===== src/design/ifa_pkg.sv =====
// Shared types, constants and helpers of the integer to ASCII formatter.
`default_nettype none

package ifa_pkg;

  // Word and buffer geometry
  localparam int WordBits   = 64;
  localparam int BufDepth   = 4096;
  localparam int PosW       = $clog2(BufDepth);
  localparam int IdxW       = 32;
  localparam int DigitSlots = 32;

  // Decimal digits of a full word, and the digit shift register width
  localparam int DecDigits  = 20;
  localparam int DigW       = DecDigits * 4;
  localparam int CntW       = $clog2(DecDigits + 1);
  localparam int PadW       = 5;
  localparam int HexDigits  = WordBits / 4;

  // Bit counter of the binary to BCD converter
  localparam int BitCntW    = $clog2(WordBits);

  // Stream widths
  localparam int InDataW    = 72;
  localparam int OutDataW   = 24;
  localparam int ReqW       = 3;

  // Request codes
  typedef enum logic [ReqW-1:0] {
    ReqUdec = 3'd0,
    ReqSdec = 3'd1,
    ReqHexT = 3'd2,
    ReqHexF = 3'd3,
    ReqHexB = 3'd4,
    ReqChar = 3'd5,
    ReqClr  = 3'd6
  } req_e;

  localparam logic [7:0] ChMinus = 8'h2d;
  localparam logic [7:0] ChZero  = 8'h30;
  localparam logic [7:0] ChLowA  = 8'h61;

  // Nibble to lower-case hex character
  function automatic logic [7:0] hex_char(input logic [3:0] nib);
    logic [7:0] ch;
    if (nib < 4'd10) begin
      ch = ChZero + {4'b0, nib};
    end else begin
      ch = ChLowA + {4'b0, nib} - 8'd10;
    end
    return ch;
  endfunction

endpackage

`default_nettype wire


===== src/design/ifa_dabble.sv =====
// Bit-serial binary to BCD converter (shift and add-3), one input bit per cycle.
`default_nettype none

module ifa_dabble (
  input  wire logic                          clk_i,
  input  wire logic                          rst_ni,
  input  wire logic                          start_i,
  input  wire logic [ifa_pkg::WordBits-1:0]  bin_i,
  output logic                               done_o,
  output logic [ifa_pkg::DigW-1:0]           bcd_o
);

  logic                          busy_q, busy_d;
  logic                          done_q, done_d;
  logic [ifa_pkg::BitCntW-1:0]   cnt_q, cnt_d;
  logic [ifa_pkg::WordBits-1:0]  bin_q, bin_d;
  logic [ifa_pkg::DigW-1:0]      bcd_q, bcd_d;
  logic [ifa_pkg::DigW-1:0]      adj;

  // Add 3 to every digit of 5 or more before the shift
  always_comb begin
    for (int i = 0; i < ifa_pkg::DecDigits; i++) begin
      if (bcd_q[4*i +: 4] >= 4'd5) begin
        adj[4*i +: 4] = bcd_q[4*i +: 4] + 4'd3;
      end else begin
        adj[4*i +: 4] = bcd_q[4*i +: 4];
      end
    end
  end

  // Sequencing: load on start, then shift one bit per cycle
  always_comb begin
    busy_d = busy_q;
    done_d = 1'b0;
    cnt_d  = cnt_q;
    bin_d  = bin_q;
    bcd_d  = bcd_q;
    if (start_i) begin
      busy_d = 1'b1;
      cnt_d  = ifa_pkg::BitCntW'(ifa_pkg::WordBits - 1);
      bin_d  = bin_i;
      bcd_d  = '0;
    end else if (busy_q) begin
      bcd_d = {adj[ifa_pkg::DigW-2:0], bin_q[ifa_pkg::WordBits-1]};
      bin_d = {bin_q[ifa_pkg::WordBits-2:0], 1'b0};
      cnt_d = cnt_q - 1'b1;
      if (cnt_q == '0) begin
        busy_d = 1'b0;
        done_d = 1'b1;
      end
    end
  end

  always_ff @(posedge clk_i or negedge rst_ni) begin
    if (!rst_ni) begin
      busy_q <= 1'b0;
      done_q <= 1'b0;
      cnt_q  <= '0;
    end else begin
      busy_q <= busy_d;
      done_q <= done_d;
      cnt_q  <= cnt_d;
    end
  end

  always_ff @(posedge clk_i) begin
    bin_q <= bin_d;
    bcd_q <= bcd_d;
  end

  assign done_o = done_q;
  assign bcd_o  = bcd_q;

endmodule

`default_nettype wire


===== src/design/integer_to_ascii_formatter_unit.sv =====
// Top level of the integer to ASCII formatter: request sequencer and character output.
//
// Usage: one request item enters on the s_axis channel (tuser = request code,
// tdata = value and pad width). The block answers with one m_axis item per
// character, most significant first, each carrying the buffer slot, a kept
// flag (tuser) and tlast on the final character of the request.
// s_axis_tready is high only while no request is in progress.
// Decimal requests run a bit-serial binary to BCD converter, then drop
// leading zero digits at one per cycle (keeping at least one digit), then
// send sign, padding and digits at one character per cycle while the
// receiver does not stall. Trimmed hex skips the conversion but trims leading
// zero nibbles one per cycle. Full hex, hex byte and raw character requests
// go straight to sending. A clear request or an unused code sends nothing.
// A one-entry output register sits on m_axis; while the receiver stalls the
// sequencer holds and nothing is lost. Reset empties the output, returns the
// sequencer to idle, clears the write index and selects wrap mode.
// cfg_we_i/cfg_wdata_i write the truncate mode bit (1 = drop when full).
`default_nettype none

module integer_to_ascii_formatter_unit (
  input  wire logic                          clk_i,
  input  wire logic                          rst_ni,
  // Configuration: truncate mode
  input  wire logic                          cfg_we_i,
  input  wire logic                          cfg_wdata_i,
  // Requests
  input  wire logic                          s_axis_tvalid,
  output logic                               s_axis_tready,
  input  wire logic [ifa_pkg::InDataW-1:0]   s_axis_tdata,  // value[63:0], pad_width[68:64]
  input  wire logic [ifa_pkg::ReqW-1:0]      s_axis_tuser,  // req_type[2:0]
  // Characters
  output logic                               m_axis_tvalid,
  input  wire logic                          m_axis_tready,
  output logic [ifa_pkg::OutDataW-1:0]       m_axis_tdata,  // out_char[7:0], buffer_pos[19:8]
  output logic                               m_axis_tuser,  // kept[0]
  output logic                               m_axis_tlast   // last
);

  typedef enum logic [6:0] {
    StIdle  = 7'b0000001,
    StConv  = 7'b0000010,
    StTrim  = 7'b0000100,
    StSign  = 7'b0001000,
    StPad   = 7'b0010000,
    StDigit = 7'b0100000,
    StChar  = 7'b1000000
  } state_e;

  state_e                          state_q, state_d;
  logic [ifa_pkg::DigW-1:0]        dig_q, dig_d;
  logic [ifa_pkg::CntW-1:0]        n_q, n_d;
  logic [ifa_pkg::PadW-1:0]        pad_q, pad_d;
  logic [ifa_pkg::PadW-1:0]        padcnt_q, padcnt_d;
  logic                            neg_q, neg_d;
  logic                            dec_q, dec_d;
  logic [7:0]                      chr_q, chr_d;
  logic [ifa_pkg::IdxW-1:0]        wi_q, wi_d;
  logic                            trunc_q;

  logic                            ovalid_q, ovalid_d;
  logic [7:0]                      ochar_q, ochar_d;
  logic [ifa_pkg::PosW-1:0]        opos_q, opos_d;
  logic                            okept_q, okept_d;
  logic                            olast_q, olast_d;

  logic                            accept;
  logic [ifa_pkg::WordBits-1:0]    in_value;
  logic [ifa_pkg::PadW-1:0]        in_pad;
  ifa_pkg::req_e                   in_req;
  logic                            conv_start;
  logic [ifa_pkg::WordBits-1:0]    conv_bin;
  logic                            conv_done;
  logic [ifa_pkg::DigW-1:0]        conv_bcd;

  logic                            emit_req;
  logic                            fire;
  logic [7:0]                      emit_char;
  logic                            emit_last;
  logic [3:0]                      top_nib;
  logic                            pad_ok;
  logic [ifa_pkg::PadW-1:0]        pad_need;

  assign in_value = s_axis_tdata[ifa_pkg::WordBits-1:0];
  assign in_pad   = s_axis_tdata[ifa_pkg::WordBits +: ifa_pkg::PadW];
  assign in_req   = ifa_pkg::req_e'(s_axis_tuser);

  assign s_axis_tready = (state_q == StIdle);
  assign accept        = s_axis_tvalid && s_axis_tready;

  ifa_dabble u_dabble (
    .clk_i   (clk_i),
    .rst_ni  (rst_ni),
    .start_i (conv_start),
    .bin_i   (conv_bin),
    .done_o  (conv_done),
    .bcd_o   (conv_bcd)
  );

  // Magnitude for decimal requests
  always_comb begin
    conv_bin = in_value;
    if (in_req == ifa_pkg::ReqSdec && in_value[ifa_pkg::WordBits-1]) begin
      conv_bin = ~in_value + 1'b1;
    end
  end
  assign conv_start = accept && (in_req == ifa_pkg::ReqUdec || in_req == ifa_pkg::ReqSdec);

  // Character selection for the current state
  assign top_nib = dig_q[ifa_pkg::DigW-1 -: 4];
  always_comb begin
    emit_req  = 1'b0;
    emit_char = ifa_pkg::hex_char(top_nib);
    emit_last = 1'b0;
    unique case (state_q)
      StSign: begin
        emit_req  = 1'b1;
        emit_char = ifa_pkg::ChMinus;
      end
      StPad: begin
        emit_req  = 1'b1;
        emit_char = ifa_pkg::ChZero;
      end
      StDigit: begin
        emit_req  = 1'b1;
        emit_last = (n_q == ifa_pkg::CntW'(1));
      end
      StChar: begin
        emit_req  = 1'b1;
        emit_char = chr_q;
        emit_last = 1'b1;
      end
      default: begin
        emit_req = 1'b0;
      end
    endcase
  end

  assign fire = emit_req && (!ovalid_q || m_axis_tready);

  // Zero padding needed in front of the digits
  assign pad_ok   = dec_q && (pad_q != '0) && (6'(pad_q) < 6'(ifa_pkg::DigitSlots))
                    && (pad_q > ifa_pkg::PadW'(n_q));
  assign pad_need = pad_q - ifa_pkg::PadW'(n_q);

  // Sequencer
  always_comb begin
    state_d  = state_q;
    dig_d    = dig_q;
    n_d      = n_q;
    pad_d    = pad_q;
    padcnt_d = padcnt_q;
    neg_d    = neg_q;
    dec_d    = dec_q;
    chr_d    = chr_q;
    unique case (state_q)
      StIdle: begin
        if (accept) begin
          pad_d = in_pad;
          neg_d = 1'b0;
          dec_d = 1'b0;
          unique case (in_req)
            ifa_pkg::ReqUdec: begin
              dec_d   = 1'b1;
              state_d = StConv;
            end
            ifa_pkg::ReqSdec: begin
              dec_d   = 1'b1;
              neg_d   = in_value[ifa_pkg::WordBits-1];
              state_d = StConv;
            end
            ifa_pkg::ReqHexT: begin
              dig_d   = {in_value, {(ifa_pkg::DigW - ifa_pkg::WordBits){1'b0}}};
              n_d     = ifa_pkg::CntW'(ifa_pkg::HexDigits);
              state_d = StTrim;
            end
            ifa_pkg::ReqHexF: begin
              dig_d   = {in_value, {(ifa_pkg::DigW - ifa_pkg::WordBits){1'b0}}};
              n_d     = ifa_pkg::CntW'(ifa_pkg::HexDigits);
              state_d = StDigit;
            end
            ifa_pkg::ReqHexB: begin
              dig_d   = {in_value[7:0], {(ifa_pkg::DigW - 8){1'b0}}};
              n_d     = ifa_pkg::CntW'(2);
              state_d = StDigit;
            end
            ifa_pkg::ReqChar: begin
              chr_d   = in_value[7:0];
              state_d = StChar;
            end
            default: begin
              state_d = StIdle;
            end
          endcase
        end
      end
      StConv: begin
        if (conv_done) begin
          dig_d   = conv_bcd;
          n_d     = ifa_pkg::CntW'(ifa_pkg::DecDigits);
          state_d = StTrim;
        end
      end
      StTrim: begin
        if (top_nib == 4'd0 && n_q > ifa_pkg::CntW'(1)) begin
          dig_d = {dig_q[ifa_pkg::DigW-5:0], 4'd0};
          n_d   = n_q - 1'b1;
        end else begin
          padcnt_d = pad_ok ? pad_need : '0;
          priority if (neg_q) begin
            state_d = StSign;
          end else if (pad_ok) begin
            state_d = StPad;
          end else begin
            state_d = StDigit;
          end
        end
      end
      StSign: begin
        if (fire) begin
          state_d = (padcnt_q != '0) ? StPad : StDigit;
        end
      end
      StPad: begin
        if (fire) begin
          padcnt_d = padcnt_q - 1'b1;
          if (padcnt_q == ifa_pkg::PadW'(1)) begin
            state_d = StDigit;
          end
        end
      end
      StDigit: begin
        if (fire) begin
          dig_d = {dig_q[ifa_pkg::DigW-5:0], 4'd0};
          n_d   = n_q - 1'b1;
          if (n_q == ifa_pkg::CntW'(1)) begin
            state_d = StIdle;
          end
        end
      end
      StChar: begin
        if (fire) begin
          state_d = StIdle;
        end
      end
      default: begin
        state_d = StIdle;
      end
    endcase
  end

  // Write index and output register
  always_comb begin
    wi_d     = wi_q;
    ovalid_d = ovalid_q;
    ochar_d  = ochar_q;
    opos_d   = opos_q;
    okept_d  = okept_q;
    olast_d  = olast_q;
    if (accept && in_req == ifa_pkg::ReqClr) begin
      wi_d = '0;
    end
    if (fire) begin
      ovalid_d = 1'b1;
      ochar_d  = emit_char;
      olast_d  = emit_last;
      if (trunc_q && wi_q >= ifa_pkg::IdxW'(ifa_pkg::BufDepth)) begin
        opos_d  = '0;
        okept_d = 1'b0;
      end else begin
        opos_d  = wi_q[ifa_pkg::PosW-1:0];
        okept_d = 1'b1;
        wi_d    = wi_q + 1'b1;
      end
    end else if (m_axis_tready) begin
      ovalid_d = 1'b0;
    end
  end

  always_ff @(posedge clk_i or negedge rst_ni) begin
    if (!rst_ni) begin
      state_q  <= StIdle;
      wi_q     <= '0;
      trunc_q  <= 1'b0;
      ovalid_q <= 1'b0;
      n_q      <= '0;
      padcnt_q <= '0;
      neg_q    <= 1'b0;
      dec_q    <= 1'b0;
    end else begin
      state_q  <= state_d;
      wi_q     <= wi_d;
      ovalid_q <= ovalid_d;
      n_q      <= n_d;
      padcnt_q <= padcnt_d;
      neg_q    <= neg_d;
      dec_q    <= dec_d;
      if (cfg_we_i) begin
        trunc_q <= cfg_wdata_i;
      end
    end
  end

  always_ff @(posedge clk_i) begin
    dig_q   <= dig_d;
    pad_q   <= pad_d;
    chr_q   <= chr_d;
    ochar_q <= ochar_d;
    opos_q  <= opos_d;
    okept_q <= okept_d;
    olast_q <= olast_d;
  end

  assign m_axis_tvalid = ovalid_q;
  assign m_axis_tdata  = {{(ifa_pkg::OutDataW - ifa_pkg::PosW - 8){1'b0}}, opos_q, ochar_q};
  assign m_axis_tuser  = okept_q;
  assign m_axis_tlast  = olast_q;

endmodule

`default_nettype wire

===== config.mk =====
export PLATFORM = sky130hd
export DESIGN_NAME = integer_to_ascii_formatter_unit
export DESIGN_NICKNAME = d
export VERILOG_FILES = /design/src/design/ifa_pkg.sv /design/src/design/ifa_dabble.sv /design/src/design/integer_to_ascii_formatter_unit.sv
export SDC_FILE = /design/constraint.sdc
export NUM_CORES = 1
export LEC_CHECK = 0
export ABC_AREA = 0
export BUFFER_PORTS_ARGS = -buffer_cell sky130_fd_sc_hd__buf_2
export CAP_MARGIN = 10
export CORE_MARGIN = 3
export CORE_UTILIZATION = 35
export DETAILED_ROUTE_END_ITERATION = 16
export MAX_ROUTING_LAYER = met4
export PLACE_DENSITY = 0.61
export SLEW_MARGIN = 20
export SYNTH_ARGS = -nofsm -noshare
export SYNTH_HDL_FRONTEND = slang
export SYNTH_HIERARCHICAL = 1
export SYNTH_SLANG_ARGS = --single-unit

===== constraint.sdc =====
create_clock -name clk_i -period 12.6 [get_ports clk_i]
set_input_delay 1.26 -clock clk_i [delete_from_list [all_inputs] [get_ports clk_i]]
set_output_delay 1.26 -clock clk_i [all_outputs]
set_load 0.05 [all_outputs]

==> results of run 1 <==
[cell type report]
cell class | count | share of cell area (%)
diodes | 11 | 0.136
clock buffers | 59 | 5.98
clock inverters | 11 | 0.565
inverters | 172 | 3.21
multi-input cells | 1184 | 40.8
flip-flops and latches | 320 | 42.2
well taps | 664 | 4.12
repair buffers | 114 | 3.05
[cells in the mapped netlist, types with 18 or more instances]
cell      number  share of area (%)
xor2_1        47                2.3
edfxtp_1     179                 30
or3_1         27               0.95
a21oi_1       91                2.6
nand3_1       52                1.5
nand4_1       35                1.2
nor4_1        21               0.74
nor3_1        47                1.3
clkbuf_1      53                1.1
dfxtp_1       80                9.0
nand2_1      110                2.3
a311oi_1      18               0.89
buf_2         27               0.76
o21ai_0      104                2.9
nor2_1       116                2.5
mux2_2        67                4.2
and2_1        21               0.74
dfrtp_1       60                8.5
a222oi_1      64                3.6
inv_1        170                3.6
o22ai_1       19               0.67
ha_1          55                3.9
xnor2_1       49                2.4
[stage by stage]
| stage | power, W | instances |
|---|---|---|
| after floorplan | 0.00323 | 1772 |
| after global placement | 0.00359 | 2454 |
| after detailed placement | 0.00367 | 2454 |
| after CTS | 0.00485 | 2524 |
| after global routing | 0.00516 | 2535 |
| final | 0.00483 | 2535 |
[power by group through the flow]
stage | combinational [W] | clock, W | sequential, W
2_1_floorplan | 0.00129 | 0 | 0.00195
3_3_place_gp | 0.00158 | 0 | 0.00201
3_5_place_dp | 0.00165 | 0 | 0.00202
4_1_cts | 0.00166 | 0.00118 | 0.00201
5_1_grt | 0.00186 | 0.00123 | 0.00207
6_report | 0.00166 | 0.00115 | 0.00201
[cells in the final DEF (no fill, tap or decap), drive strengths merged, types with 11 or more instances in the layout]
cell / instances
mux2i: 13
a22o: 13
a21oi: 91
nand2b: 17
clkbuf: 59
a222oi: 64
o31ai: 15
edfxtp: 179
xor2: 47
nand2: 110
nand3: 52
and2: 21
o32ai: 17
nand4: 35
inv: 171
xnor2: 49
a311oi: 18
o22a: 17
a21bo: 16
o22ai: 19
dfrtp: 60
buf: 114
a31oi: 12
mux2: 67
nor4: 22
nor2: 116
or3: 29
dfxtp: 80
ha: 55
diode: 11
nor3: 51
o21ai: 106
[layer usage]
| layer | part of all wire [%] | track usage (%) |
|---|---|---|
| met1 | 43 | 21.1 |
| met2 | 48 | 27.0 |
| met3 | 6.7 | 3.97 |
| met4 | 2.3 | 5.09 |
| met5 | 0 | - |
[cells by family (layout without fill, tap and decap cells)]
logic type | after synthesis | in the layout | share of synthesized area, %
AND/OR/NAND/NOR | 516 | 516 | 15.3
AO/OA/AOI/OAI | 432 | 432 | 17.1
flip-flops | 320 | 320 | 47.9
buffers and inverters | 268 | 356 | 6.05
XOR/XNOR | 96 | 96 | 4.74
multiplexers | 80 | 80 | 4.98
adder cells (fa/ha/maj) | 56 | 56 | 3.99
other | 1 | 15 | 0.0211
[worst max path at each step]
stage	slack, ns	cells after the start	endpoint	start
final	8.18	7	dig_q[43]	state_q[4]
after detailed placement	8.21	8	u_dabble/bin_q[61]	s_axis_tdata[27]
after CTS	8.23	7	dig_q[33]	state_q[4]
after floorplan	7.97	11	u_dabble/bin_q[0]	state_q[2]
after global routing	7.93	7	dig_q[45]	state_q[4]
after global placement	8.28	8	u_dabble/bin_q[61]	s_axis_tdata[27]
[state kept, by name (all words and copies together), names as in the netlist]
| signal | cells |
|---|---|
| pad_q | 5 |
| u_dabble/bcd_o | 80 |
| u_dabble/done_o | 1 |
| dec_q | 1 |
| opos_q | 12 |
| ochar_q | 8 |
| n_q | 5 |
| padcnt_q | 5 |
| dig_q | 80 |
| wi_q | 32 |
| trunc_q | 1 |
| u_dabble/bin_q | 64 |
| state_q | 7 |
| m_axis_tuser | 1 |
| m_axis_tvalid | 1 |
| neg_q | 1 |
| m_axis_tlast | 1 |
| u_dabble/cnt_q | 6 |
| u_dabble/busy_q | 1 |
| chr_q | 8 |
[critical path: stages, from the launching register on]
cell and delay, ns:
dfrtp_1 0.68, nor3_1 0.49, and3_2 0.26, buf_4 0.72
nor3b_1 0.11, or4_1 0.61, clkinv_2 0.30, buf_4 0.77
==> out/results.txt, run 1 <==
Status -> finished clean
Area occupied by multi-input gates -> 8220 um^2
Final Critical Period -> 4.42 ns
DR WL/cell -> 17.6 um
Startpoint Class -> flop
Clock power share -> 23.9%
Final hold vios -> 0
Drt first pass iters -> 7
Clk_lat worst skew -> 0.55 ns
CTS Hold Bufs -> 0
Max-cap violations -> 0
R2r setup slk -> 8.18 ns
RSZ-0062 raised after global routing -> false
Worst hold slack -> 0.487 ns
Final WL -> 44700 um
Die Y -> 231 um
CP required -> 12.77 ns
Async SR Flop Fraction -> 19.1%
EDFF count, synth -> 179
H-tree levels -> 2
Residual DRC -> 0
CTS Buffer Depth -> 3
Fin Setup TNS -> 0 ns
Reg2Reg Capture Point -> dig_q[43]
Gpl congestion -> 0.879
Critical path arrival -> 4.59 ns
Hold wc startpoint -> wi_q[31]
Cells after Synth -> 1769
Yosys reg bits -> 320
Worst r2r src -> state_q[4]
Initial Utilization -> 35.8%
Area delta synth->final -> 13.6%
Leakage -> 8.05 nW
Max Clk Rate -> 226 MHz
CTS tree -> yes
Final ANT Viol Nets -> 0
Placed wire-length estimate -> 28600 um
Net Sw Frac -> 36.4%
Clock Skew -> 0.0120 ns
First-pass GRT wire length -> 71300 um
Syn_area_per_cell -> 10.0 um^2
Final setup vio count -> 0
Main synth FF type -> edfxtp_1
Reg2reg path depth -> 7
Antenna violations before repair -> 11
Setup Fix Bufs, Post-CTS -> 0
Port-buffer cells -> 101
Seq/Total Area, Yosys -> 47.9%
FF+latch area -> 8510 um^2
Hold Crit Class -> flop to flop
WS Path Type -> flop to flop
Die Footprint -> 53500 um^2
Syn. warnings -> 6
Clk sinks -> 320
Fin util -> 40.7%
CP Capture Type -> flop
Share of layout cells above drive strength 1 -> 15.4%
Via count -> 14102
Mapped Area -> 17800 um^2
Worst Path Max Fanout -> 83
Worst slew pin tran -> 1.15 ns
Inserted Clock Buffers -> 38
Hold Crit Endpoint -> wi_q[31]
Worst rel slew slack -> 22.7%
Hold Crit Depth -> 1
Root Buffer -> clkbuf_16
Largest net degree at the start of global routing -> 165
Cell Pwr Density -> 239 nW/um^2
Dpl ws -> 8.21 ns
Period utilization -> 35.1%
Maximum vdd drop -> 0.000111 V
Comb pwr share -> 34.4%
Row count -> 81
Num ports -> 109
Post-layout net count -> 1967
Drt initial violations -> 1364
Worst setup margin -> 8.18 ns
Die width -> 231 um
Cts repair resizes -> 0
Placed Area -> 18800 um^2
Post-Layout Inst Area -> 20200 um^2
P_int -> 0.00307 W
Post-synth cell types -> 78
Sequential share of power -> 41.7%
Via-per-instance ratio -> 5.56
NetSw -> 0.00176 W
Core Region -> 49600 um^2
Filler cell count -> 4816
GRT Total Usage -> 16.8%
Remaining Overflow, GRT -> 0
Slew Limit Fails -> 0
Vias in the first global route -> 13599
Clock slew at reported path FFs -> 0.06 ns
Note: power is estimated with default switching activity, not from simulation.
==> inputs of run 2 (changes only) <==
- PLACE_DENSITY: 0.61 -> 0.63
- clock period: 12.6 -> 4.05 ns (I/O delays scaled with it)
==> run 2 against run 1 <==
  * Setup slack worse by 7.6 ns
  * First-iteration DRC count is 10% lower
  * Register-to-register slack worse by 7.6 ns
  * Non-clock buffer count is 21 higher
  * Maximum frequency is 29% higher
  * Design area is 0.27% higher
  * Critical path depth is 1 lower
==> out/results.txt, run 2 (synthesized netlist as in run 1, its figures left out) <==
Post-Place Cells -> 2472 (+0.73%)
Remaining Overflow, GRT -> 0 (unchanged)
Final WL -> 44700 um (about the same)
Via count -> 14224 (+0.87%)
Final ANT Viol Nets -> 0 (unchanged)
Die width -> 231 um (unchanged)
PnR Total Power -> 0.0148 W (+210%)
Most common cell after layout, fill and taps aside -> edfxtp_1
Cts repair resizes -> 0 (unchanged)
Gpl congestion -> 0.902 (+2.6%)
Largest net degree at the start of global routing -> 87 (-47%)
CTS tree -> yes
Initial Utilization -> 35.8% (unchanged)
Setup Fix Bufs, Post-CTS -> 0 (unchanged)
Die Y -> 231 um (unchanged)
Antenna violations before repair -> 6 (-5)
Worst slew pin tran -> 1.04 ns (-0.104 ns)
Area delta synth->final -> 13.9%
Final Critical Period -> 3.43 ns (-0.988 ns)
Core Region -> 49600 um^2 (unchanged)
Placed wire-length estimate -> 30000 um (+4.9%)
Final Non-Filler Cells -> 2548 (+0.51%)
Critical path arrival -> 3.65 ns (-0.94 ns)
CP required -> 4.27 ns (-8.50 ns)
Final hold vios -> 0 (unchanged)
First-pass GRT wire length -> 72100 um (+1.1%)
Final setup vio count -> 0 (unchanged)
Leakage -> 8.09 nW (+0.61%)
Worst Path Max Fanout -> 50 (-40%)
Die Footprint -> 53500 um^2 (unchanged)
Worst hold slack -> 0.0313 ns (-0.456 ns)
Drt first pass iters -> 8 (+1)
Inserted Clock Buffers -> 37 (-2.6%)
Startpoint Class -> flop
Fin Setup TNS -> 0 ns (unchanged)
Max Clk Rate -> 291 MHz (+29%)
RSZ-0062 raised after global routing -> false
WS Path Type -> flop to flop
Hold Crit Class -> input pin to flop
DR WL/cell -> 17.5 um (-0.59%)
Status -> finished clean
Slew Limit Fails -> 0 (unchanged)
R2r setup slk -> 0.62 ns (-7.56 ns)
Period utilization -> 84.8% (+50 points)
Clk sinks -> 320 (unchanged)
Fin util -> 40.8% (+0.11 points)
Residual DRC -> 0 (unchanged)
Cell Pwr Density -> 732 nW/um^2 (+210%)
Clock slew at reported path FFs -> 0.06 ns (about the same)
Most frequent cells in the layout -> edfxtp_1, inv_1, nor2_1
Via-per-instance ratio -> 5.58 (+0.35%)
Port-buffer cells -> 101 (unchanged)
Root Buffer -> clkbuf_16
Post-layout net count -> 1987 (+1.0%)
CP Capture Type -> flop
Drt initial violations -> 1224 (-10%)
Num ports -> 109 (unchanged)
Worst rel slew slack -> 29.7% (+7.0 points)
Maximum vdd drop -> 0.000521 V (+370%)
CTS Buffer Depth -> 3 (unchanged)
Row count -> 81 (unchanged)
Clock Skew -> 0.0226 ns (+0.0105 ns)
Share of layout cells above drive strength 1 -> 16.1% (+0.70 points)
Max-cap violations -> 0 (unchanged)
GRT Total Usage -> 16.9% (+0.078 points)
H-tree levels -> 2 (unchanged)
Vias in the first global route -> 13774 (+1.3%)
Clk_lat worst skew -> 0.55 ns (about the same)
## run 2: changes by cell type in the layout (fill, tap and decap cells not counted), sizes merged
cell,before,now
clkinv,10,15
buf,114,132
clkinvlp,0,2
diode,11,6
clkbuf,59,49
dlygate4sd3,0,3
## run 2: worst paths after layout
path	end	startpoint	cells past startpoint
setup reg to reg	dig_q[65]	state_q[6]	6
setup / recovery	dig_q[65]	state_q[6]	6
max in group asynchronous	state_q[0]	rst_ni	3
hold reg to reg	wi_q[31]	wi_q[31]	1
hold / removal	pad_q[0]	s_axis_tdata[64]	1
min in group asynchronous	wi_q[9]	rst_ni	2
## run 2: cell type report
class / count / area [um^2]
timing repair buffer: 135 / 831
multi-input combinational: 1184 / 8220
tap: 664 / 831
antenna: 6 / 15.0
fill: 4738 / 29300
clock buffer: 49 / 1010
clock inverter: 18 / 156
sequential: 320 / 8510
inverter: 172 / 653
## run 2: what timing repair did
| item | in CTS | in global routing |
|---|---|---|
| endpoints found under the setup margin | 0 | 0 |
| hold buffers | 1 | 2 |
| endpoints found under the hold margin | 29 | 2 |
## run 2: per-layer routing
layer / global-route usage (%) / up-vias / wire length (um)
met5: - / - / 0
met4: 4.38 / 0 / 811
met3: 3.76 / 69 / 3170
met2: 27.4 / 466 / 21500
met1: 21.4 / 6928 / 19300
li1: - / 6761 / -
## run 2: critical path, stage by stage, from the launching register on
cell and delay [ns]:
dfrtp_1 0.55, or4_4 0.65, or3_4 0.42, nor3b_1 0.15, or4_1 0.60, clkinvlp_4 0.38
buf_12 0.30
## run 2: per-stage QoR
stage | worst slack [ns] | area, um^2
global placement | 0.622 | 19000
finish | 0.617 | 20200
CTS | 0.647 | 20200
floorplan | 0.00872 | 17800
global route | 0.490 | 20200
detailed placement | 0.605 | 19000
## run 2: power by group
part / switching, W / total (W) / internal [W]
sequential: 0.00104 / 0.00625 / 0.00521
combinational: 0.00306 / 0.00529 / 0.00223
clock: 0.00136 / 0.00326 / 0.00190
total: 0.00546 / 0.0148 / 0.00934
